$ cat src/assert_macros.svh
// Assertion helpers shared by the RTL files.
`ifndef ASSERT_MACROS_SVH
`define ASSERT_MACROS_SVH

// Same-cycle implication, sampled on clk, off while rst_n is low.
`define REPF_ASSERT(lbl, prop, msg) \
  lbl: assert property (@(posedge clk) disable iff (!rst_n) (prop)) else $error(msg);

// Next-cycle implication.
`define REPF_ASSERT_NEXT(lbl, ante, cons, msg) \
  lbl: assert property (@(posedge clk) disable iff (!rst_n) (ante) |=> (cons)) else $error(msg);

`endif

$ cat src/repf_pkg.sv
package repf_pkg;

  localparam int MAX_WIDTH  = 2048;
  localparam int MAX_HEIGHT = 2048;
  localparam int HIST_DEPTH = 2 * MAX_WIDTH + 3;
  localparam int ADDR_W     = $clog2(HIST_DEPTH);
  localparam int POS_W      = $clog2(MAX_WIDTH > MAX_HEIGHT ? MAX_WIDTH : MAX_HEIGHT);
  localparam int PEND_W     = $clog2(MAX_WIDTH + 3);
  localparam int DIM_W      = 12;
  localparam int LIM_W      = 16;
  localparam int SUM_W      = 20;
  localparam int PROD_W     = 2 * SUM_W;
  localparam int M16_W      = 17;
  localparam int QDEPTH     = 2;
  localparam int QPTR_W     = 1;

  localparam logic       OP_DRAIN   = 1'b1;
  localparam logic [1:0] REG_WIDTH  = 2'd0;
  localparam logic [1:0] REG_HEIGHT = 2'd1;
  localparam logic [1:0] REG_LIMIT  = 2'd2;

  typedef enum logic [2:0] {
    RULE_BORDER = 3'd0,
    RULE_EQUAL  = 3'd1,
    RULE_TAKE_A = 3'd2,
    RULE_TAKE_B = 3'd3,
    RULE_BLEND  = 3'd4
  } rule_t;

  typedef struct packed {
    logic [DIM_W-1:0] width;   // effective, 1..MAX_WIDTH
    logic [DIM_W-1:0] height;  // effective, 1..MAX_HEIGHT
    logic [LIM_W-1:0] limit;
  } cfg_t;

  typedef struct packed {
    logic [ADDR_W-1:0] center;
    logic              interior;
    logic              last;
  } job_t;

  typedef struct packed {
    logic busy;
  } back_stat_t;

  typedef struct packed {
    logic              we;
    logic [ADDR_W-1:0] addr;
    logic [15:0]       data;   // {b, a}
  } hist_wr_t;

  typedef struct packed {
    logic              re;
    logic [ADDR_W-1:0] addr;
  } hist_rd_t;

endpackage

$ cat src/repf_queue.sv
module repf_queue (
  input  logic           clk,
  input  logic           rst_n,
  input  logic           push,
  input  repf_pkg::job_t push_job,
  input  logic           pop,
  output repf_pkg::job_t pop_job,
  output logic           empty
);
  import repf_pkg::*;

  job_t              slot_r [QDEPTH];
  logic [QPTR_W-1:0] wr_ptr_r, rd_ptr_r;
  logic [QPTR_W:0]   count_r;

  assign empty   = (count_r == '0);
  assign pop_job = slot_r[rd_ptr_r];

  always_ff @(posedge clk) begin
    if (push) begin
      slot_r[wr_ptr_r] <= push_job;
    end
  end

  always_ff @(posedge clk) begin
    if (!rst_n) begin
      wr_ptr_r <= '0;
      rd_ptr_r <= '0;
      count_r  <= '0;
    end else begin
      if (push) wr_ptr_r <= wr_ptr_r + 1'b1;
      if (pop)  rd_ptr_r <= rd_ptr_r + 1'b1;
      case ({push, pop})
        2'b10:   count_r <= count_r + 1'b1;
        2'b01:   count_r <= count_r - 1'b1;
        default: count_r <= count_r;
      endcase
    end
  end

endmodule

$ cat config.mk
export PLATFORM = sky130hd
export DESIGN_NAME = repf_queue
export DESIGN_NICKNAME = d
export VERILOG_FILES = /design/src/assert_macros.svh /design/src/repf_pkg.sv /design/src/repf_queue.sv
export SDC_FILE = /design/constraint.sdc
export NUM_CORES = 1
export LEC_CHECK = 0
export BUFFER_PORTS_ARGS = -buffer_cell sky130_fd_sc_hd__buf_2
export CORE_MARGIN = 4
export CORE_UTILIZATION = 32
export CTS_CLUSTER_SIZE = 12
export DETAILED_ROUTE_END_ITERATION = 12
export GPL_ROUTABILITY_DRIVEN = 0
export PLACE_DENSITY = 0.57
export RECOVER_POWER = 50
export SLEW_MARGIN = 20
export SYNTH_ARGS = -nofsm -noshare
export SYNTH_HDL_FRONTEND = slang
export SYNTH_SLANG_ARGS = --single-unit
$ cat constraint.sdc
create_clock -name clk -period 2.7 [get_ports clk]
set_clock_uncertainty 0.05 [all_clocks]
set_input_delay 0.54 -clock clk [delete_from_list [all_inputs] [get_ports clk]]
set_output_delay 0.54 -clock clk [all_outputs]
set_load 0.01 [all_outputs]
==> impl_results.md <==
* Die ar. at 5102 sq um
* Largest net degree at the start of global routing at 16
* CORE AREA at 3771 sq um
* Tcrit/Tclk final at 80.89%
* Least-Margin Pin Slew at 719.1 ps
* Synthesis-stage register bit count at 35
* Die extent in x at 71.43 microns
* DP Wirelength at 1467 microns
* Design Power at 0.001108 W
* Critical Path Slowest Stage Cell: dfxtp_1
* H-tree lvl count at 2
* Reg clk slew, reported paths at 70 ps
* Crit. End Element: output port
* Post-CTS Setup Bufs at 0
* Relative slew margins at 52.06%
* Final Hold Vio Count at 0
* Global-route wire length before repair at 3256 microns
* Io pins at 35
* WP data required at 2110 ps
* Crit path arrival time at 1590 ps
* Worst Hold Class: input port to register
* Synth Net Count at 88
* Avg WL per Cell at 12.87 microns
* Clk_lat worst skew at 280 ps
* 1st-iter DRT viols at 14
* Max VDD drop at 329.8 uV
* Worst path max stage delay at 750 ps
* Share of layout cells above drive strength 1 at 44.55%
* Comb pwr share at 10.7%
* Worst setup SP type: register
* Setup_tns at 0 ps
* Via count at 690
* Sequential power share at 57.7%
* Vias in the first global route at 711
* Achievable frequency at 0.4579 GHz
* TritonCTS clock tree: yes
* Most common library cells after synthesis: edfxtp_1, mux2_2, dfxtp_1, and2_1
* Routed Antenna Nets at 0
* Final Critical Period at 2184 ps
* Num Clock Sinks at 35
* Overflow after GRT at 0
* Cell taking the most area after synthesis: edfxtp_1
* Most used standard cell by instance count after synthesis: edfxtp_1
* EDFF count, synth at 30
* Max-cap violations at 0
* YS warnings at 0
* Starting density of the core at 34.14%
* Critical setup path kind: register to output port
* Net Sw Power at 0.0002447 W
* Area growth, synth to finish at 23.81%
* Post-Route WL at 2034 microns
* Post-synth top area share at 69.97%
* Cells after synthesis at 68
* Final Worst Setup Slack at 515.9 ps
* Drt first pass iters at 4
* Setup violations, final at 0
* Mean Syn Cell Area at 18.93 sq um
* Critical-path maximum fanout at 15
* Leading post-synthesis cells by cell area: edfxtp_1, mux2_2, dfxtp_1, and2_1, xnor2_1
* Internal at 0.0008638 W
* Tot GR Track Use at 8.783%
* Netlist cell types at 15
* Buffer depth of the longest clock path at 2
* Hold-fix buffers, CTS at 0
* Leakage power at 0.5827 nW
* RSZ-0062 raised after global routing: no
* # rows at 22
* Fin nets at 129
* Cells along the critical path: mux2_2 -> buf_2
* Synth Flop Type: edfxtp_1
* Ant. Diodes at 0
* Post-CTS resize count at 0
* Initial antenna violation count at 0
* Clk pwr share at 31.7%
* Slew Limit Fails at 0
* PortBufs at 34
* Post-synthesis sequential area ratio at 77.75%
* Pwr per Cell Area at 695.4 nW/um^2
* Post-DR vias/cell at 4.367
* DRC viols at 0
* Synth async-reset ratio at 0%
* Switching portion of total power at 22.08%
* Mapped Area at 1287 sq um
* Min Hold Slack at 394.9 ps
* Pre-CTS setup slack at 788.7 ps
* Clock Tree Root: clkbuf_8
* Die Ht at 71.43 microns
* Status: completed
* TritonCTS Buffers at 5
cell usage in the layout, fill, tap and decap left out, types with 2 or more instances in the layout:
| cell type | Yosys | final |
|---|---|---|
| nor2_1 | 2 | 2 |
| buf_2 | 2 | 26 |
| and2_1 | 4 | 3 |
| clkbuf_8 | 0 | 5 |
| dfxtp_1 | 5 | 5 |
| edfxtp_1 | 30 | 30 |
| clkbuf_1 | 0 | 10 |
| xnor2_1 | 2 | 2 |
| mux2_2 | 15 | 15 |
cell type report:
class                           instances  area (sq um)
Clock buffer                            6         72.57
Clock inverter                          2         12.51
Fill cell                             362          2177
Inverter                                1         3.754
Multi-Input combinational cell         30         272.8
Sequential cell                        35          1001
Tap cell                               48         60.06
Timing Repair Buffer                   36         171.4
state kept, by name, indices dropped and copies added (netlist names), named ones only:
name      cells
slot_r       30
rd_ptr_r      1
wr_ptr_r      1
count_r       2
critical path: cells and delay by family, from the launching register on:
kind / cells / cell delay, ps
buffers and inverters: 1 / 140
muxes: 1 / 420
DFF: 1 / 750
worst paths after layout:
| path | from | endpoint | slack (ps) | cells past startpoint |
|---|---|---|---|---|
| min | push_job[8] | slot_r[1][8]$_DFFE_PP_ | 390 | 1 |
| max reg2reg | wr_ptr_r$_SDFFE_PN0P_ | slot_r[1][12]$_DFFE_PP_ | 1350 | 1 |
| max | register | pop_job[10] | 520 | 2 |
| min reg2reg | count_r[1]$_SDFFE_PN0P_ | count_r[1]$_SDFFE_PN0P_ | 450 | 2 |
metal layers:
metal | track usage, % | part of all wire [%] | vias to the layer above
met5 | 0 | 0 | -
met4 | 4.384 | 2.4 | 0
met3 | 3.927 | 8.6 | 7
met2 | 13.37 | 47 | 25
met1 | 10.52 | 42 | 324
li1 | - | - | 334
kinds of logic after synthesis:
| family | count (synthesis) | synth area share [%] |
|---|---|---|
| and+or+nand+nor | 8 | 3.499 |
| buffers and inverters | 3 | 1.069 |
| AOI/OAI and AO/OA | 3 | 1.555 |
| muxes | 15 | 13.12 |
| adders and majority gates | 1 | 0.9717 |
| DFF | 35 | 77.75 |
| xor gates and xnor gates | 3 | 2.041 |
stage by stage:
stage | std cells | utilization, % | cell area [sq um]
2_1_floorplan | 68 | - | 1287
3_3_place_gp | 150 | 40.38 | 1523
3_5_place_dp | 150 | 40.38 | 1523
4_1_cts | 158 | 42.63 | 1608
5_1_grt | 158 | 42.27 | 1594
6_report | 158 | 42.27 | 1594
power groups by stage:
stage	Combinational, W	Sequential, W	Clock [W]
3_5_place_dp	0.000124	0.000651	0
3_3_place_gp	0.000121	0.000650	0
4_1_cts	0.000124	0.000640	0.000364
2_1_floorplan	0.0000784	0.000640	0
5_1_grt	0.000133	0.000643	0.000395
6_report	0.000118	0.000639	0.000351
Note: power is estimated with default switching activity, not from simulation.
