===== config.mk =====
export PLATFORM = sky130hd
export DESIGN_NAME = repf_back
export DESIGN_NICKNAME = d
export VERILOG_FILES = /design/src/repf_pkg.sv /design/src/repf_back.sv
export VERILOG_INCLUDE_DIRS = /design/src /design/src/src
export SDC_FILE = /design/constraint.sdc
export NUM_CORES = 2
export LEC_CHECK = 0
export BUFFER_PORTS_ARGS = -buffer_cell sky130_fd_sc_hd__buf_4
export CAP_MARGIN = 20
export CORE_ASPECT_RATIO = 2
export CORE_MARGIN = 1.5
export CORE_UTILIZATION = 50
export DETAILED_ROUTE_END_ITERATION = 12
export PLACE_DENSITY = 0.66
export SYNTH_ARGS = -nofsm -noshare
export SYNTH_HDL_FRONTEND = slang
export SYNTH_SLANG_ARGS = --single-unit

===== constraint.sdc =====
create_clock -name clk -period 25 [get_ports clk]
set_input_delay 3.75 -clock clk [delete_from_list [all_inputs] [get_ports clk]]
set_output_delay 3.75 -clock clk [all_outputs]
set_load 0.01 [all_outputs]

===== src/assert_macros.svh =====
// Assertion helpers shared by the RTL files.
`ifndef ASSERT_MACROS_SVH
`define ASSERT_MACROS_SVH

// Same-cycle implication, sampled on clk, off while rst_n is low.
`define REPF_ASSERT(lbl, prop, msg) \
  lbl: assert property (@(posedge clk) disable iff (!rst_n) (prop)) else $error(msg);

// Next-cycle implication.
`define REPF_ASSERT_NEXT(lbl, ante, cons, msg) \
  lbl: assert property (@(posedge clk) disable iff (!rst_n) (ante) |=> (cons)) else $error(msg);

`endif


===== src/repf_pkg.sv =====
package repf_pkg;

  localparam int MAX_WIDTH  = 2048;
  localparam int MAX_HEIGHT = 2048;
  localparam int HIST_DEPTH = 2 * MAX_WIDTH + 3;
  localparam int ADDR_W     = $clog2(HIST_DEPTH);
  localparam int POS_W      = $clog2(MAX_WIDTH > MAX_HEIGHT ? MAX_WIDTH : MAX_HEIGHT);
  localparam int PEND_W     = $clog2(MAX_WIDTH + 3);
  localparam int DIM_W      = 12;
  localparam int LIM_W      = 16;
  localparam int SUM_W      = 20;
  localparam int PROD_W     = 2 * SUM_W;
  localparam int M16_W      = 17;
  localparam int QDEPTH     = 2;
  localparam int QPTR_W     = 1;

  localparam logic       OP_DRAIN   = 1'b1;
  localparam logic [1:0] REG_WIDTH  = 2'd0;
  localparam logic [1:0] REG_HEIGHT = 2'd1;
  localparam logic [1:0] REG_LIMIT  = 2'd2;

  typedef enum logic [2:0] {
    RULE_BORDER = 3'd0,
    RULE_EQUAL  = 3'd1,
    RULE_TAKE_A = 3'd2,
    RULE_TAKE_B = 3'd3,
    RULE_BLEND  = 3'd4
  } rule_t;

  typedef struct packed {
    logic [DIM_W-1:0] width;   // effective, 1..MAX_WIDTH
    logic [DIM_W-1:0] height;  // effective, 1..MAX_HEIGHT
    logic [LIM_W-1:0] limit;
  } cfg_t;

  typedef struct packed {
    logic [ADDR_W-1:0] center;
    logic              interior;
    logic              last;
  } job_t;

  typedef struct packed {
    logic busy;
  } back_stat_t;

  typedef struct packed {
    logic              we;
    logic [ADDR_W-1:0] addr;
    logic [15:0]       data;   // {b, a}
  } hist_wr_t;

  typedef struct packed {
    logic              re;
    logic [ADDR_W-1:0] addr;
  } hist_rd_t;

endpackage


===== src/repf_back.sv =====
`include "assert_macros.svh"

module repf_back (
  input  logic                 clk,
  input  logic                 rst_n,
  input  repf_pkg::cfg_t       cfg,
  input  logic                 q_empty,
  input  repf_pkg::job_t       q_job,
  output logic                 q_pop,
  output repf_pkg::back_stat_t bstat,
  output repf_pkg::hist_rd_t   rd,
  input  logic [15:0]          rd_data,
  output logic                 out_tvalid,
  input  logic                 out_tready,
  output logic [15:0]          out_tdata,   // [7:0] fused_pixel, [10:8] rule_used, rest 0
  output logic                 out_tlast    // frame_end
);
  import repf_pkg::*;

  typedef enum logic [2:0] {
    ST_IDLE, ST_RD, ST_MUL, ST_DIV1, ST_DEC, ST_MUL2, ST_DIV2, ST_RES
  } state_t;

  state_t            state_r;
  job_t              job_r;
  logic [3:0]        k_r;
  logic [4:0]        cnt_r;
  logic [SUM_W-1:0]  saa_r, sbb_r, sab_r;
  logic [7:0]        ca_r, cb_r;
  logic [PROD_W-1:0] den_r, sab2_r;
  logic [PROD_W:0]   rem_r, cand;
  logic [M16_W-1:0]  m16_r, dm;
  logic [24:0]       t_r;
  logic [25:0]       rem2_r, sh;
  logic [17:0]       qd;
  logic [7:0]        sub_r, sub_nxt, mx, mn, va, vb;
  logic [7:0]        pix_r, res_pix, out_pix_r;
  rule_t             rule_r, res_rule, out_rule_r;
  logic              last_r, ge1, ge2, below, res_load;
  logic signed [ADDR_W+1:0] asum;
  logic [DIM_W:0]    rowoff;
  logic [8:0]        avg;

  assign q_pop      = (state_r == ST_IDLE) && !q_empty;
  assign bstat.busy = (state_r != ST_IDLE);
  // output register is free or being emptied this cycle
  assign res_load   = (state_r == ST_RES) && (!out_tvalid || out_tready);
  assign out_tdata  = {5'd0, out_rule_r, out_pix_r};
  assign out_tlast  = last_r;

  always_comb begin
    // window address: center + dr*width + dc, one ring wrap either side
    rowoff = {1'b0, cfg.width};
    asum   = $signed({2'b00, job_r.center});
    case (k_r)
      4'd0, 4'd1, 4'd2: asum = asum - $signed({{(ADDR_W+1-DIM_W){1'b0}}, rowoff});
      4'd6, 4'd7, 4'd8: asum = asum + $signed({{(ADDR_W+1-DIM_W){1'b0}}, rowoff});
      default:          asum = asum;
    endcase
    if (k_r inside {4'd0, 4'd3, 4'd6}) begin
      asum = asum - (ADDR_W+2)'(1);
    end else if (k_r inside {4'd2, 4'd5, 4'd8}) begin
      asum = asum + (ADDR_W+2)'(1);
    end
    if (asum < 0) begin
      asum = asum + (ADDR_W+2)'(HIST_DEPTH);
    end else if (asum >= (ADDR_W+2)'(HIST_DEPTH)) begin
      asum = asum - (ADDR_W+2)'(HIST_DEPTH);
    end
    rd.re   = (state_r == ST_RD) && (k_r < 4'd9);
    rd.addr = asum[ADDR_W-1:0];

    va = rd_data[7:0];
    vb = rd_data[15:8];

    cand = (cnt_r == '0) ? rem_r : {rem_r[PROD_W-1:0], 1'b0};
    ge1  = (cand >= {1'b0, den_r});

    mx    = (ca_r > cb_r) ? ca_r : cb_r;
    mn    = (ca_r > cb_r) ? cb_r : ca_r;
    avg   = {1'b0, ca_r} + {1'b0, cb_r};
    below = (den_r == '0) || (m16_r < {1'b0, cfg.limit});
    dm    = m16_r - {1'b0, cfg.limit};
    qd    = {(17'h10000 - {1'b0, cfg.limit}), 1'b0};

    sh      = 26'(qd) << cnt_r[2:0];
    ge2     = (rem2_r >= sh);
    sub_nxt = sub_r | (8'(ge2) << cnt_r[2:0]);

    res_pix  = avg[8:1];
    res_rule = RULE_EQUAL;
    if (saa_r > sbb_r) begin
      res_pix  = ca_r;
      res_rule = RULE_TAKE_A;
    end else if (saa_r < sbb_r) begin
      res_pix  = cb_r;
      res_rule = RULE_TAKE_B;
    end
  end

  always_ff @(posedge clk) begin
    if (!rst_n) begin
      state_r    <= ST_IDLE;
      out_tvalid <= 1'b0;
    end else begin
      if (res_load) begin
        out_tvalid <= 1'b1;
      end else if (out_tvalid && out_tready) begin
        out_tvalid <= 1'b0;
      end
      case (state_r)
        ST_IDLE: begin
          if (!q_empty) begin
            job_r   <= q_job;
            k_r     <= '0;
            saa_r   <= '0;
            sbb_r   <= '0;
            sab_r   <= '0;
            state_r <= ST_RD;
          end
        end
        ST_RD: begin
          k_r <= k_r + 1'b1;
          if (k_r != 4'd0) begin
            saa_r <= saa_r + SUM_W'(va * va);
            sbb_r <= sbb_r + SUM_W'(vb * vb);
            sab_r <= sab_r + SUM_W'(va * vb);
          end
          if (k_r == 4'd5) begin
            ca_r <= va;
            cb_r <= vb;
          end
          if (k_r == 4'd9) begin
            if (job_r.interior) begin
              state_r <= ST_MUL;
            end else begin
              pix_r   <= 8'((({1'b0, ca_r} + {1'b0, cb_r}) >> 1));
              rule_r  <= RULE_BORDER;
              state_r <= ST_RES;
            end
          end
        end
        ST_MUL: begin
          den_r   <= saa_r * sbb_r;
          sab2_r  <= sab_r * sab_r;
          state_r <= ST_DIV1;
          cnt_r   <= '0;
          m16_r   <= '0;
          rem_r   <= '0;
        end
        ST_DIV1: begin
          if (cnt_r == '0) begin
            rem_r <= ({1'b0, sab2_r} >= {1'b0, den_r}) ? {1'b0, sab2_r - den_r}
                                                      : {1'b0, sab2_r};
            m16_r <= M16_W'({1'b0, sab2_r} >= {1'b0, den_r});
          end else begin
            rem_r <= ge1 ? cand - {1'b0, den_r} : cand;
            m16_r <= {m16_r[M16_W-2:0], ge1};
          end
          cnt_r <= cnt_r + 1'b1;
          if (cnt_r == 5'd16) state_r <= ST_DEC;
        end
        ST_DEC: begin
          if (below) begin
            pix_r   <= res_pix;
            rule_r  <= res_rule;
            state_r <= ST_RES;
          end else begin
            t_r     <= 25'((mx - mn) * dm);
            state_r <= ST_MUL2;
          end
        end
        ST_MUL2: begin
          rem2_r  <= {1'b0, t_r} + 26'(qd) - 26'd1;
          sub_r   <= '0;
          cnt_r   <= 5'd7;
          state_r <= ST_DIV2;
        end
        ST_DIV2: begin
          if (ge2) rem2_r <= rem2_r - sh;
          sub_r <= sub_nxt;
          cnt_r <= cnt_r - 1'b1;
          if (cnt_r == '0) begin
            pix_r   <= mx - sub_nxt;
            rule_r  <= RULE_BLEND;
            state_r <= ST_RES;
          end
        end
        ST_RES: begin
          // result moves to the output register only once it is free
          if (res_load) begin
            out_pix_r  <= pix_r;
            out_rule_r <= rule_r;
            last_r     <= job_r.last;
            state_r    <= ST_IDLE;
          end
        end
        default: state_r <= ST_IDLE;
      endcase
    end
  end

  `REPF_ASSERT(a_pop_idle, q_pop |-> !bstat.busy, "job popped while busy")
  `REPF_ASSERT_NEXT(a_res_load, (state_r == ST_RES) && (!out_tvalid || out_tready), out_tvalid && (state_r == ST_IDLE), "result not loaded")
  `REPF_ASSERT(a_blend_pix, (state_r == ST_DIV2) && (cnt_r == '0) |-> (sub_nxt <= mx), "blend underflow")

endmodule


==> out/qor.yml <==
yosys:
  postSynthCellCount: 6874
  synth-async-reset-ratio_pct: 0
  synth_area_per_cell_um2: 8.91
  synth_enable_flop_cells: 319
  synth.cell_area_um2: 61300
  postSynthRegisterBits: 323
  yosys_warnings: 0
  synth.distinct_cells: 99
  seq_area_frac_synth_pct: 15.8
  ys_dominant_reg_cell: "edfxtp_1"
min_path:
  min_delay_worst_endpoint: "out_pix_r[6]"
  worstHoldStart: "pix_r[6]"
  worstHoldPathCells: 0
  worst_hold_path_type: "flip-flop to flip-flop"
clocking:
  clk_transition_reported_paths_ns: 0.06
  tritoncts.num_buffers: 39
  cts_tree: "built"
  clock_latency_ns: 0.60
  clk_path_buf_depth: 3
  cts-root-buf: "clkbuf_16"
  cts_hold_buffers: 0
  max_h_tree_level: 2
  clock_sinks: 323
  post_cts_buffers: 0
  cts.repair.resized: 0
route:
  vias: 48424
  detailedRoute.firstPassIterationCount: 6
  wl_per_cell_um: 20.9
  route.final.wire_length_um: 177000
  detail_route.vias_per_cell: 5.72
  ant_nets: 0
  drc: 0
  drt_first_iter_violations: 2379
floorplanning:
  boundaryPins: 109
  die_w_um: 251
  floorplan.initialDensity_pct: 50.4
  floorplan_core_area_um2: 122000
  row_count: 181
  dieHeight_um: 498
  die_area_um2: 125000
critical_path:
  critical_path.max_fanout: 11
  critPathCaptureType: "primary output"
  worstSetupStartpointType: "primary input"
  timing.critical_path.required_ns: 21.25
  path_class: "primary input to primary output"
  reg2reg_depth: 35
  crit-reg2reg-capture: "t_r[24]"
  critical_path_arrival_ns: 8.63
  regToRegStartpoint: "ca_r[0]"
  worst_reg2reg_setup_slack_ns: 14.94
finish:
  final_common_cell: "inv_1"
  syn_to_final_growth_pct: 6.22
  commonest_non_fill_non_tap_cells_in_the_layout: "inv_1 (1,279), fa_1 (843), ha_1 (744)"
  nFillCells: 11251
  layout-drive-gt1-share_pct: 4.74
  finish.net_count: 8538
placement:
  port_buffers: 91
  dp_hpwl_um: 143000
  globalplace.congestion: 0.968
global_route:
  globalRoute.busiestLayer: "met2"
  grtUsageMet3_pct: 3.48
  vias_in_the_first_global_route: 52827
  grt_pass1_wl_um: 278000
  grtUsageMet2_pct: 55.6
  globalRouteMet1Util_pct: 26.5
  grt_overflow: 0
  initial_antenna_violation_count: 9
  gr-usage-all-layers_pct: 28.8
  grt_max_degree: 72
status:
  outcome: "completed"
sta:
  max-slew-margin-rel_pct: 29.8
  final.setup.tns_ns: 0
  period_minus_slack_ns: 12.38
  setup_viol_count_final: 0
  tightestPinTransition_ns: 1.05
  post_route_clock_period_utilization_pct: 49.5
  max_clock_freq_mhz: 80.8
  rsz0062_at_grt: "false"
  hold_violations: 0
  timing_max_transition_violations_final: 0
  timing.clock.skew_ns: 0.0255
flow_run:
  cap_viol_max_count: 0
[per-layer routing]
layer	vias to the layer above	wire length [um]
met5	-	0
met4	0	17300
met3	709	7730
met2	1525	95900
met1	23960	56100
li1	22230	-
[layout make-up]
class / count / area (um^2) / area share, %
multi-input cells: 5035 / 45900 / 70.6
flip-flops and latches: 323 / 9660 / 14.8
inverters: 1294 / 4860 / 7.46
well taps: 1555 / 1950 / 2.99
repair buffers: 183 / 1370 / 2.11
clock buffers: 45 / 1040 / 1.60
clock inverters: 24 / 269 / 0.413
diodes: 8 / 20.0 / 0.0308
[cell usage after synthesis (all sizes together) (10+ instances only)]
| cell type | instances | area (um^2) |
|---|---|---|
| inv | 1284 | 4820 |
| nor2 | 507 | 1900 |
| a21oi | 291 | 1460 |
| o31ai | 20 | 155 |
| buf | 36 | 185 |
| clkinv | 10 | 37.5 |
| clkbuf | 190 | 713 |
| a21o | 116 | 871 |
| nand2 | 711 | 2670 |
| mux2i | 58 | 581 |
| or3 | 22 | 143 |
| or4 | 10 | 75.1 |
| a211oi | 71 | 533 |
| o21bai | 38 | 285 |
| o311a | 10 | 101 |
| or2 | 36 | 225 |
| a2111oi | 10 | 88.8 |
| nor4 | 22 | 153 |
| xor2 | 101 | 885 |
| nor2b | 68 | 425 |
| a31oi | 33 | 213 |
| a221o | 14 | 141 |
| a31o | 10 | 87.6 |
| a211o | 10 | 87.6 |
| fa | 843 | 16900 |
| o22ai | 16 | 106 |
| and2 | 276 | 1730 |
| ha | 744 | 9310 |
| o211ai | 18 | 135 |
| xnor2 | 221 | 1940 |
| a21boi | 23 | 173 |
| and3 | 55 | 345 |
| nand4 | 36 | 225 |
| nand2b | 79 | 494 |
| a22oi | 14 | 105 |
| o21ai | 202 | 1010 |
| edfxtp | 319 | 9580 |
| nor3 | 121 | 616 |
| nand3 | 75 | 375 |
| o21a | 34 | 255 |
[per-stage QoR]
| step | cell area, um^2 | worst slack (ns) | util (%) | hold slack (ns) | instances |
|---|---|---|---|---|---|
| 2_1_floorplan | 61300 | 13.63 | - | 0.400 | 6878 |
| 3_3_place_gp | 63700 | 12.39 | 52.4 | 0.405 | 8389 |
| 3_5_place_dp | 63700 | 12.33 | 52.4 | 0.406 | 8390 |
| 4_1_cts | 65100 | 12.66 | 53.5 | 0.422 | 8459 |
| 5_1_grt | 65100 | 12.19 | 53.5 | 0.425 | 8463 |
| 6_report | 65100 | 12.62 | 53.5 | 0.422 | 8467 |
[cells by family after synthesis]
family          count (synthesis)  share of synthesized area, %
compound gates               1012                          10.7
buf+inv                      1520                          9.39
fa+ha+maj                    1587                          42.7
other cells                     1                       0.00612
mux                            61                          1.00
flops                         323                          15.8
xor+xnor                      322                          4.60
simple gates                 2048                          15.7
[flip-flops by register name, indices dropped and copies added, names as in the netlist, 3 cells and up]
| signal | cells |
|---|---|
| saa_r | 20 |
| ca_r | 8 |
| pix_r | 8 |
| rem_r | 41 |
| sab_r | 20 |
| state_r | 3 |
| t_r | 25 |
| k_r | 4 |
| cb_r | 8 |
| m16_r | 17 |
| den_r | 40 |
| out_rule_r | 3 |
| rem2_r | 26 |
| out_pix_r | 8 |
| sab2_r | 39 |
| sbb_r | 20 |
| rule_r | 3 |
| job_r | 15 |
| cnt_r | 5 |
| sub_r | 8 |
[how the worst max path moves through the flow]
stage | from | end | slack [ns] | cells after the start
after floorplan | cfg[28] | rd[10] | 13.63 | 16
after global placement | cfg[1] | t_r[24] | 12.39 | 33
after detailed placement | cfg[1] | t_r[24] | 12.33 | 33
after CTS | cfg[28] | rd[8] | 12.66 | 17
after global routing | cfg[1] | t_r[24] | 12.19 | 33
final | cfg[28] | rd[8] | 12.62 | 17
[critical path, cell delays in order]
cell and delay, ns:
buf_4 0.13, ha_1 0.22, fa_1 0.44, nor2b_1 0.19, o211a_1 0.24, nor3_1 0.21, o2111ai_1 0.26, a2111oi_1 0.66
a31o_1 0.24, o221ai_2 0.20, nor3b_1 0.29, or4b_4 0.52, o31ai_2 0.22, nand2b_1 0.32, a311o_1 0.42, and3_1 0.18
buf_4 0.14
Power is left out: the tool's default activity adds up to more than one toggle a clock period on the data nets, which glitch-free logic cannot reach.
