File: config.mk
export PLATFORM = sky130hd
export DESIGN_NAME = repf_front
export DESIGN_NICKNAME = d
export VERILOG_FILES = /design/src/assert_macros.svh /design/src/repf_pkg.sv /design/src/repf_front.sv
export SDC_FILE = /design/constraint.sdc
export NUM_CORES = 1
export LEC_CHECK = 0
export ABC_AREA = 1
export BUFFER_PORTS_ARGS = -buffer_cell sky130_fd_sc_hd__buf_2
export CORE_MARGIN = 4
export CORE_UTILIZATION = 30
export DETAILED_ROUTE_END_ITERATION = 8
export GPL_ROUTABILITY_DRIVEN = 1
export PLACE_DENSITY = 0.49
export SLEW_MARGIN = 5
export SYNTH_ARGS = -nofsm -noshare
export SYNTH_HDL_FRONTEND = slang
export SYNTH_SLANG_ARGS = --single-unit
File: constraint.sdc
create_clock -name clk -period 6.2 [get_ports clk]
set_input_delay 0.93 -clock clk [delete_from_list [all_inputs] [get_ports clk]]
set_output_delay 0.93 -clock clk [all_outputs]
set_load 0.02 [all_outputs]
File: src/assert_macros.svh
// Assertion helpers shared by the RTL files.
`ifndef ASSERT_MACROS_SVH
`define ASSERT_MACROS_SVH

// Same-cycle implication, sampled on clk, off while rst_n is low.
`define REPF_ASSERT(lbl, prop, msg) \
  lbl: assert property (@(posedge clk) disable iff (!rst_n) (prop)) else $error(msg);

// Next-cycle implication.
`define REPF_ASSERT_NEXT(lbl, ante, cons, msg) \
  lbl: assert property (@(posedge clk) disable iff (!rst_n) (ante) |=> (cons)) else $error(msg);

`endif

File: src/repf_pkg.sv
package repf_pkg;

  localparam int MAX_WIDTH  = 2048;
  localparam int MAX_HEIGHT = 2048;
  localparam int HIST_DEPTH = 2 * MAX_WIDTH + 3;
  localparam int ADDR_W     = $clog2(HIST_DEPTH);
  localparam int POS_W      = $clog2(MAX_WIDTH > MAX_HEIGHT ? MAX_WIDTH : MAX_HEIGHT);
  localparam int PEND_W     = $clog2(MAX_WIDTH + 3);
  localparam int DIM_W      = 12;
  localparam int LIM_W      = 16;
  localparam int SUM_W      = 20;
  localparam int PROD_W     = 2 * SUM_W;
  localparam int M16_W      = 17;
  localparam int QDEPTH     = 2;
  localparam int QPTR_W     = 1;

  localparam logic       OP_DRAIN   = 1'b1;
  localparam logic [1:0] REG_WIDTH  = 2'd0;
  localparam logic [1:0] REG_HEIGHT = 2'd1;
  localparam logic [1:0] REG_LIMIT  = 2'd2;

  typedef enum logic [2:0] {
    RULE_BORDER = 3'd0,
    RULE_EQUAL  = 3'd1,
    RULE_TAKE_A = 3'd2,
    RULE_TAKE_B = 3'd3,
    RULE_BLEND  = 3'd4
  } rule_t;

  typedef struct packed {
    logic [DIM_W-1:0] width;   // effective, 1..MAX_WIDTH
    logic [DIM_W-1:0] height;  // effective, 1..MAX_HEIGHT
    logic [LIM_W-1:0] limit;
  } cfg_t;

  typedef struct packed {
    logic [ADDR_W-1:0] center;
    logic              interior;
    logic              last;
  } job_t;

  typedef struct packed {
    logic busy;
  } back_stat_t;

  typedef struct packed {
    logic              we;
    logic [ADDR_W-1:0] addr;
    logic [15:0]       data;   // {b, a}
  } hist_wr_t;

  typedef struct packed {
    logic              re;
    logic [ADDR_W-1:0] addr;
  } hist_rd_t;

endpackage

File: src/repf_front.sv
module repf_front (
  input  logic                 clk,
  input  logic                 rst_n,
  input  repf_pkg::cfg_t       cfg,
  input  logic                 clr,
  input  logic                 in_tvalid,
  output logic                 in_tready,
  input  logic                 in_tuser,
  input  logic [15:0]          in_tdata,
  input  repf_pkg::back_stat_t bstat,
  input  logic                 q_empty,
  output logic                 push,
  output repf_pkg::job_t       job,
  output repf_pkg::hist_wr_t   wr
);
  import repf_pkg::*;

  logic [ADDR_W-1:0]   wp_r, wp_inc, cur_wp;
  logic [PEND_W-1:0]   pending_r, pend_inc, cur_pend, pending_nxt;
  logic [POS_W-1:0]    orow_r, ocol_r;
  logic                accept, is_drain, emit;
  logic signed [ADDR_W+1:0] diff, diff_adj;
  logic [DIM_W:0]      col_inc, row_inc;

  // history writes must not overtake window reads of the job in flight
  assign in_tready = q_empty && !bstat.busy;
  assign accept    = in_tvalid && in_tready;
  assign is_drain  = (in_tuser == OP_DRAIN);

  always_comb begin
    wp_inc   = (wp_r == ADDR_W'(HIST_DEPTH - 1)) ? '0 : wp_r + 1'b1;
    pend_inc = pending_r + 1'b1;
    cur_wp   = is_drain ? wp_r : wp_inc;
    cur_pend = is_drain ? pending_r : pend_inc;
    if (is_drain) begin
      emit = (pending_r != '0);
    end else begin
      emit = ({1'b0, pend_inc} >= ({1'b0, cfg.width} + (DIM_W+1)'(2)));
    end
    diff     = $signed({2'b00, cur_wp}) - $signed({(ADDR_W + 2 - PEND_W)'(0), cur_pend});
    diff_adj = diff + (ADDR_W+2)'(HIST_DEPTH);
    job.center   = (diff < 0) ? diff_adj[ADDR_W-1:0] : diff[ADDR_W-1:0];
    job.interior = (orow_r > POS_W'(1)) && (ocol_r > POS_W'(1)) &&
                   (({2'b00, orow_r} + (DIM_W+1)'(2)) < {1'b0, cfg.height}) &&
                   (({2'b00, ocol_r} + (DIM_W+1)'(2)) < {1'b0, cfg.width});
    job.last     = ({1'b0, orow_r} == cfg.height - 1'b1) &&
                   ({1'b0, ocol_r} == cfg.width - 1'b1);
    push = accept && emit;
    if (is_drain) begin
      pending_nxt = emit ? pending_r - 1'b1 : pending_r;
    end else begin
      pending_nxt = emit ? pending_r : pend_inc;
    end
    col_inc = {2'b00, ocol_r} + 1'b1;
    row_inc = {2'b00, orow_r} + 1'b1;
    wr.we   = accept && !is_drain;
    wr.addr = wp_r;
    wr.data = in_tdata;
  end

  always_ff @(posedge clk) begin
    if (!rst_n) begin
      wp_r      <= '0;
      pending_r <= '0;
      orow_r    <= '0;
      ocol_r    <= '0;
    end else if (clr) begin
      pending_r <= '0;
      orow_r    <= '0;
      ocol_r    <= '0;
    end else if (accept) begin
      if (!is_drain) wp_r <= wp_inc;
      pending_r <= pending_nxt;
      if (emit) begin
        if (col_inc >= {1'b0, cfg.width}) begin
          ocol_r <= '0;
          orow_r <= (row_inc >= {1'b0, cfg.height}) ? '0 : row_inc[POS_W-1:0];
        end else begin
          ocol_r <= col_inc[POS_W-1:0];
        end
      end
    end
  end

endmodule

==> metrics.cfg, run 1 <==
[clock_tree]
cts_tree = yes
cts.clk_slew.worst_paths_ps = 70
htree_levels = 2
ctsResizeCount = 0
cts_num_sinks = 47
clock_path_buffers = 2
cts_buffers = 5
postCtsSetupRepairBufs = 0
root_buffer = clkbuf_16
cts_hold_buffers = 0
worstSkewPairLatency_ps = 300

[sta]
final-max-slew-violation-count = 0
tightest_slew_ps = 661
rsz0062_at_grt = false
finalHoldViolCount = 0
period_share_pct = 82.0
skew_ps = 5.62
finalSetupViolCount = 0
finalSetupTns_ps = 0
max_freq_ghz = 0.197
fin_crit_ps = 5090
slew_headroom_pct = 55.6

[critical_path]
worst_path_max_delay_cell = ha_1
crit_path_start_kind = input pin
reg2reg_from = ocol_r[1]$_SDFFE_PP0P_
critPathMaxFanout = 28
arrival_ps = 4160
cp-end-kind = output pin
worstRegToRegCells = 16
cp_cell_sequence = buf_2 -> inv_4 -> nand3_2 -> nor2_1 -> inv_1 -> nor2_1 -> nand2_1 -> xor2_1 -> inv_1 -> ha_1 -> nand2_1 -> a21oi_1 -> nor2_1 -> nand3_1 -> nand2_1 -> nand3_4 -> nor2_4 -> xor2_1 -> buf_2
worst-setup-path-type = in -> out
reg2reg_to = ocol_r[8]$_SDFFE_PP0P_
r2r_slack_ps = 2470
crit_required_ps = 5270
critPathMaxStageDelay_ps = 380

[drt]
wl_per_cell_um = 13.2
vias_per_cell = 4.59
wirelength_mm = 20.3
drt_first_iter_violations = 356
detail-route-antenna-nets = 0
drt_pass1_iterations = 4
via_count = 7102
drc = 0

[floorplan]
die_y_um = 163
core_sq_um = 23500
dieArea_sq_um = 26600
initial_core_util_pct = 30.6
die_x_um = 163
rows = 56
num_io_pins = 110

[synthesis]
synth.cell_area_sq_um = 7210
ys_ff_latch = 47
syn_nets = 1359
synth_edf_count = 0
ys_seq_area_share_pct = 13.0
synth_area_per_cell_sq_um = 6.00
synth_ff_type = dfxtp_1
synth-warning-count = 0
synth_cell_types = 48
synth_async_sr_flop_share_pct = 0
synthCells = 1201

[global_routing]
grt_overflow = 0
grt_pass1_vias = 6672
grt_max_degree = 29
grt_pass1_wl_mm = 33.9
antenna_found_initial = 0
groute.usage.overall_pct = 15.4

[final_layout]
stdcell_area_sq_um = 7830
area_growth_pct = 8.59
nets = 1384
drive_above_1_share_pct = 7.99
diodes = 0
fillerInstances = 2670

[hold_path]
holdPathStages = 2
hold_class = reg -> reg
hold_end = pending_r[1]$_SDFFE_PP0P_
hp-start = pending_r[1]$_SDFFE_PP0P_

[placed_design]
io_buffers = 61
hpwl_mm = 16.7
place_area_sq_um = 7660
place.gp.congestion = 0.856

[power_and_ir_drop]
powerDensity_nw_per_um2 = 132
p_leak_nw = 4.35
vdd_ir_drop_max_mv = 0.0969

[run_status]
status = complete, no violations

[job]
maxCapViolations = 0

==> layout by cell type (no fill, tap or decap), drive strengths merged, types with 5 or more instances in the layout <==
master	Yosys	layout
nand2	289	289
o21ai	68	68
or2	5	5
nor4	6	6
nor3	23	23
a21oi	64	64
nand4	28	28
nand3	71	71
xor2	64	64
xnor2	12	12
ha	94	94
inv	174	175
buf	35	63
clkbuf	10	5
dfxtp	47	47
nor2	179	179
==> worst max path at each step <==
stage              from  endpoint  slack (ps)
3_3_place_gp   in_tuser   job[14]        1070
3_5_place_dp   in_tuser   job[13]        1090
5_1_grt        in_tuser    job[5]         620
2_1_floorplan  in_tuser   job[10]        1770
6_report       in_tuser    job[9]        1110
4_1_cts        in_tuser    job[9]        1070
==> registers in the layout, indices dropped and copies added, names as in the netlist <==
name,flops
orow_r,11
wp_r,13
pending_r,12
ocol_r,11
==> worst max-delay path: cells and delay by family <==
kind | cells | cell delay [ps]
AOI/OAI and AO/OA | 1 | 50
and+or+nand+nor | 10 | 1460
xor gates and xnor gates | 2 | 350
buffers and inverters | 5 | 970
adders and majority gates | 1 | 380
==> report_power, final <==
part | leakage, nW | internal, W | switching [W]
logic | 3.89 | 0.000133 | 0.000257
registers | 0.380 | 0.000307 | 0.00000903
clock network | 0.0844 | 0.000193 | 0.000137
total | 4.35 | 0.000632 | 0.000403
==> logic make-up after synthesis <==
| logic type | synth area share [%] |
|---|---|
| mux | 0.139 |
| compound gates | 11.6 |
| fa+ha+maj | 16.6 |
| simple gates | 36.5 |
| xor+xnor | 9.23 |
| flops | 13.0 |
| buf+inv | 12.9 |
==> synth_stat cells (3+ instances only) <==
master | number | area share (%)
buf_4 | 20 | 2.1
o22ai_1 | 3 | 0.26
nand3_1 | 66 | 4.6
inv_1 | 172 | 9.0
nand4_1 | 27 | 2.3
nor3_1 | 22 | 1.5
o21ai_1 | 4 | 0.28
nand2_1 | 284 | 15
o21ai_0 | 64 | 4.4
dfxtp_1 | 47 | 13
clkbuf_1 | 8 | 0.42
nor2_2 | 4 | 0.35
a21oi_1 | 63 | 4.4
o21a_1 | 4 | 0.42
or2_2 | 5 | 0.43
nor4_1 | 6 | 0.52
buf_2 | 11 | 0.76
o21bai_1 | 3 | 0.31
nand3_2 | 4 | 0.56
nand3b_1 | 4 | 0.42
a31oi_1 | 3 | 0.26
nor2_1 | 173 | 9.0
o211ai_1 | 3 | 0.31
ha_1 | 94 | 16
xor2_1 | 64 | 7.8
xnor2_1 | 12 | 1.5
==> area by class of cell <==
type / instances / area, sq um / area share [%]
Clock inverter: 3 / 47.5 / 0.607
Tap cell: 319 / 399 / 5.10
Inverter: 174 / 658 / 8.41
Timing Repair Buffer: 63 / 320 / 4.09
Multi-Input combinational cell: 935 / 5340 / 68.2
Clock buffer: 5 / 125 / 1.60
Sequential cell: 47 / 941 / 12.0
==> through the flow <==
step	std cells	worst slack, ps	util [%]	power (W)	hold slack, ps
after global routing	1546	621	33.3	0.00112	655
after global placement	1538	1070	32.5	0.000714	544
after detailed placement	1538	1090	32.5	0.000714	553
after floorplan	1201	1770	-	0.000622	519
after CTS	1546	1070	33.3	0.00105	563
final	1546	1110	33.3	0.00104	571
==> layer usage <==
| layer | part of all wire (%) | routed length [um] | GRT usage [%] |
|---|---|---|---|
| met5 | 0 | 0 | 0 |
| met4 | 1.1 | 221 | 3.13 |
| met2 | 44 | 8990 | 25.5 |
| met1 | 52 | 10500 | 21.9 |
| met3 | 2.9 | 598 | 1.56 |
(Power assumes the default switching activity.)
==> run 2: changes to the inputs <==
PLACE_DENSITY = 0.5   (was 0.49)
clock period = 4.56 ns   (was 6.2 ns; I/O delays follow)
==> run 2 against run 1 <==
Register-to-register slack worse by 1600 ps. Largest cell class unchanged. Critical endpoint is now job[14]. Highest routed layer is now met5. Worst setup slack worse by 740 ps. Core utilization is 0.30 points higher. Total power is 41% higher. Critical path depth is 2 higher. Sequential cell count stayed put. Sequential power is 36% higher. Non-clock buffer count is 4 higher. Worst hold slack worse by 15 ps. Via count is 1.8% higher. Combinational power is 37% higher. Clock skew is 0.99 ps higher.
==> metrics.cfg, run 2 (synthesis results as in run 1) <==
[drt]
wirelength_mm = 20.4
wl_per_cell_um = 13.2
wl_met2_mm = 9.21
drt_first_iter_violations = 398
wl_met3_um = 757
drt_pass1_iterations = 7
vias_per_cell = 4.66
routed.top_layer = met5
drc = 0
via_count = 7228
drt-met1-wl_mm = 10.2
detail-route-antenna-nets = 0

[power_and_ir_drop]
power.total_w = 0.00146
vdd_ir_drop_max_mv = 0.118
powerDensity_nw_per_um2 = 185
p_leak_nw = 4.38

[clock_tree]
cts_num_sinks = 47
cts_buffers = 5
clock_path_buffers = 2
root_buffer = clkbuf_16
cts_tree = yes
htree_levels = 2
cts.clk_slew.worst_paths_ps = 70
worstSkewPairLatency_ps = 300

[final_layout]
multiInputGateArea_sq_um = 5350
regArea_sq_um = 948
fillerInstances = 2684
layout_commonest_cell = nand2_1
final_cell_mix = 284 x nand2_1, 171 x inv_1, 171 x nor2_1
top_register = wp_r
instances_no_fill = 1550
nets = 1388
area_growth_pct = 9.56
diodes = 0
drive_above_1_share_pct = 9.10
largest_reg_flops = 13
top_regs = wp_r: 13 flops, pending_r: 12 flops

[critical_path]
critPathMaxFanout = 5
worst-setup-path-type = reg -> out
crit_required_ps = 3880
cp-end-kind = output pin
reg2reg_to = ocol_r[4]$_SDFFE_PP0P_
crit_path_start_kind = register
r2r_slack_ps = 830
arrival_ps = 3500
reg2reg_from = ocol_r[1]$_SDFFE_PP0P_
worstRegToRegCells = 16

[sta]
finalSetupViolCount = 0
rsz0062_at_grt = false
tightest_slew_ps = 566
period_share_pct = 91.8
max_freq_ghz = 0.239
worst_slack_ps = 374
hold_ws_ps = 556
final-max-slew-violation-count = 0
slew_headroom_pct = 62.0
finalHoldViolCount = 0
finalSetupTns_ps = 0
skew_ps = 6.61
fin_crit_ps = 4190

[floorplan]
die_x_um = 163
core_sq_um = 23500
dieArea_sq_um = 26600
rows = 56
die_y_um = 163
num_io_pins = 110
initial_core_util_pct = 30.6

[hold_path]
hold_class = reg -> reg
hp-start = pending_r[0]$_SDFFE_PP0P_
holdPathStages = 2
hold_end = pending_r[0]$_SDFFE_PP0P_

[placed_design]
io_buffers = 61
place.gp.congestion = 0.886
hpwl_mm = 16.9
post-place-ws_ps = 314
placedCellCount = 1541

[run_status]
status = complete, no violations

[global_routing]
antenna_found_initial = 1
groute.usage.overall_pct = 15.2
grt_pass1_vias = 6588
grt_pass1_wl_mm = 33.4
grt_max_degree = 25
grt_overflow = 0

[job]
maxCapViolations = 0

-- run 2: cell types whose count changed in the layout (fill, tap and decap cells not counted), sizes merged --
| cell | change |
|---|---|
| buf | +4 |
| clkinv | -1 |
| clkinvlp | +1 |
| bufinv | +1 |
| inv | -1 |
-- run 2: final cells by class --
type                    count  share of cell area [%]
repair buffers             67                    4.43
well taps                 319                    5.05
clock inverters             3                   0.855
flip-flops and latches     47                    12.0
clock buffers               5                    1.58
multi-input cells         935                    67.7
inverters                 174                    8.33
-- run 2: repair_timing --
item	4_1_cts	5_1_grt
buffers inserted	0	1
setup endpoints to repair	0	9
hold buffers	0	0
resized for setup	0	10
-- run 2: stage by stage --
stage | utilization [%] | cell area, sq um
after CTS | 33.4 | 7870
after detailed placement | 32.6 | 7680
after global routing | 33.6 | 7900
final | 33.6 | 7900
after global placement | 32.6 | 7680
after floorplan | - | 7210
-- run 2: routing by layer --
layer / GRT usage, % / up-vias
met4: 3.05 / 2
met1: 21.7 / 3163
li1: - / 3904
met2: 25.0 / 142
met3: 1.59 / 17
met5: 0 / -
-- run 2: worst max-delay path by stage --
stage / endpoint / cells past startpoint / start
finish: job[14] / 21 / wp_r[0]$_SDFFE_PN0P_
global route: job[7] / 18 / pending_r[7]$_SDFFE_PP0P_
CTS: job[14] / 22 / pending_r[0]$_SDFFE_PP0P_
detailed placement: job[7] / 20 / in_tuser
global placement: job[13] / 21 / in_tuser
floorplan: job[10] / 15 / in_tuser
-- run 2: where the power goes --
part	internal (W)	switching [W]	total, W	leakage, nW
combinational	0.000183	0.000350	0.000534	3.91
clock	0.000315	0.000187	0.000502	0.0900
sequential	0.000417	0.0000117	0.000429	0.383
total	0.000915	0.000549	0.00146	4.38
-- run 2: critical path, cell delays in order (launching register included) --
cell      delay, ps
dfxtp_2         380
inv_1            90
ha_1            200
nand4_1         110
nor2_1           60
nand3b_1        150
o21ai_0         130
inv_1            80
ha_1            240
fa_1            500
ha_1            240
nor2_1          110
nand3_1         120
nor2_1          110
nand3_1         120
nor2_2          170
nand2_1          90
nand2_1          60
nand2_1          40
nand2_1          50
inv_1            30
buf_2           140
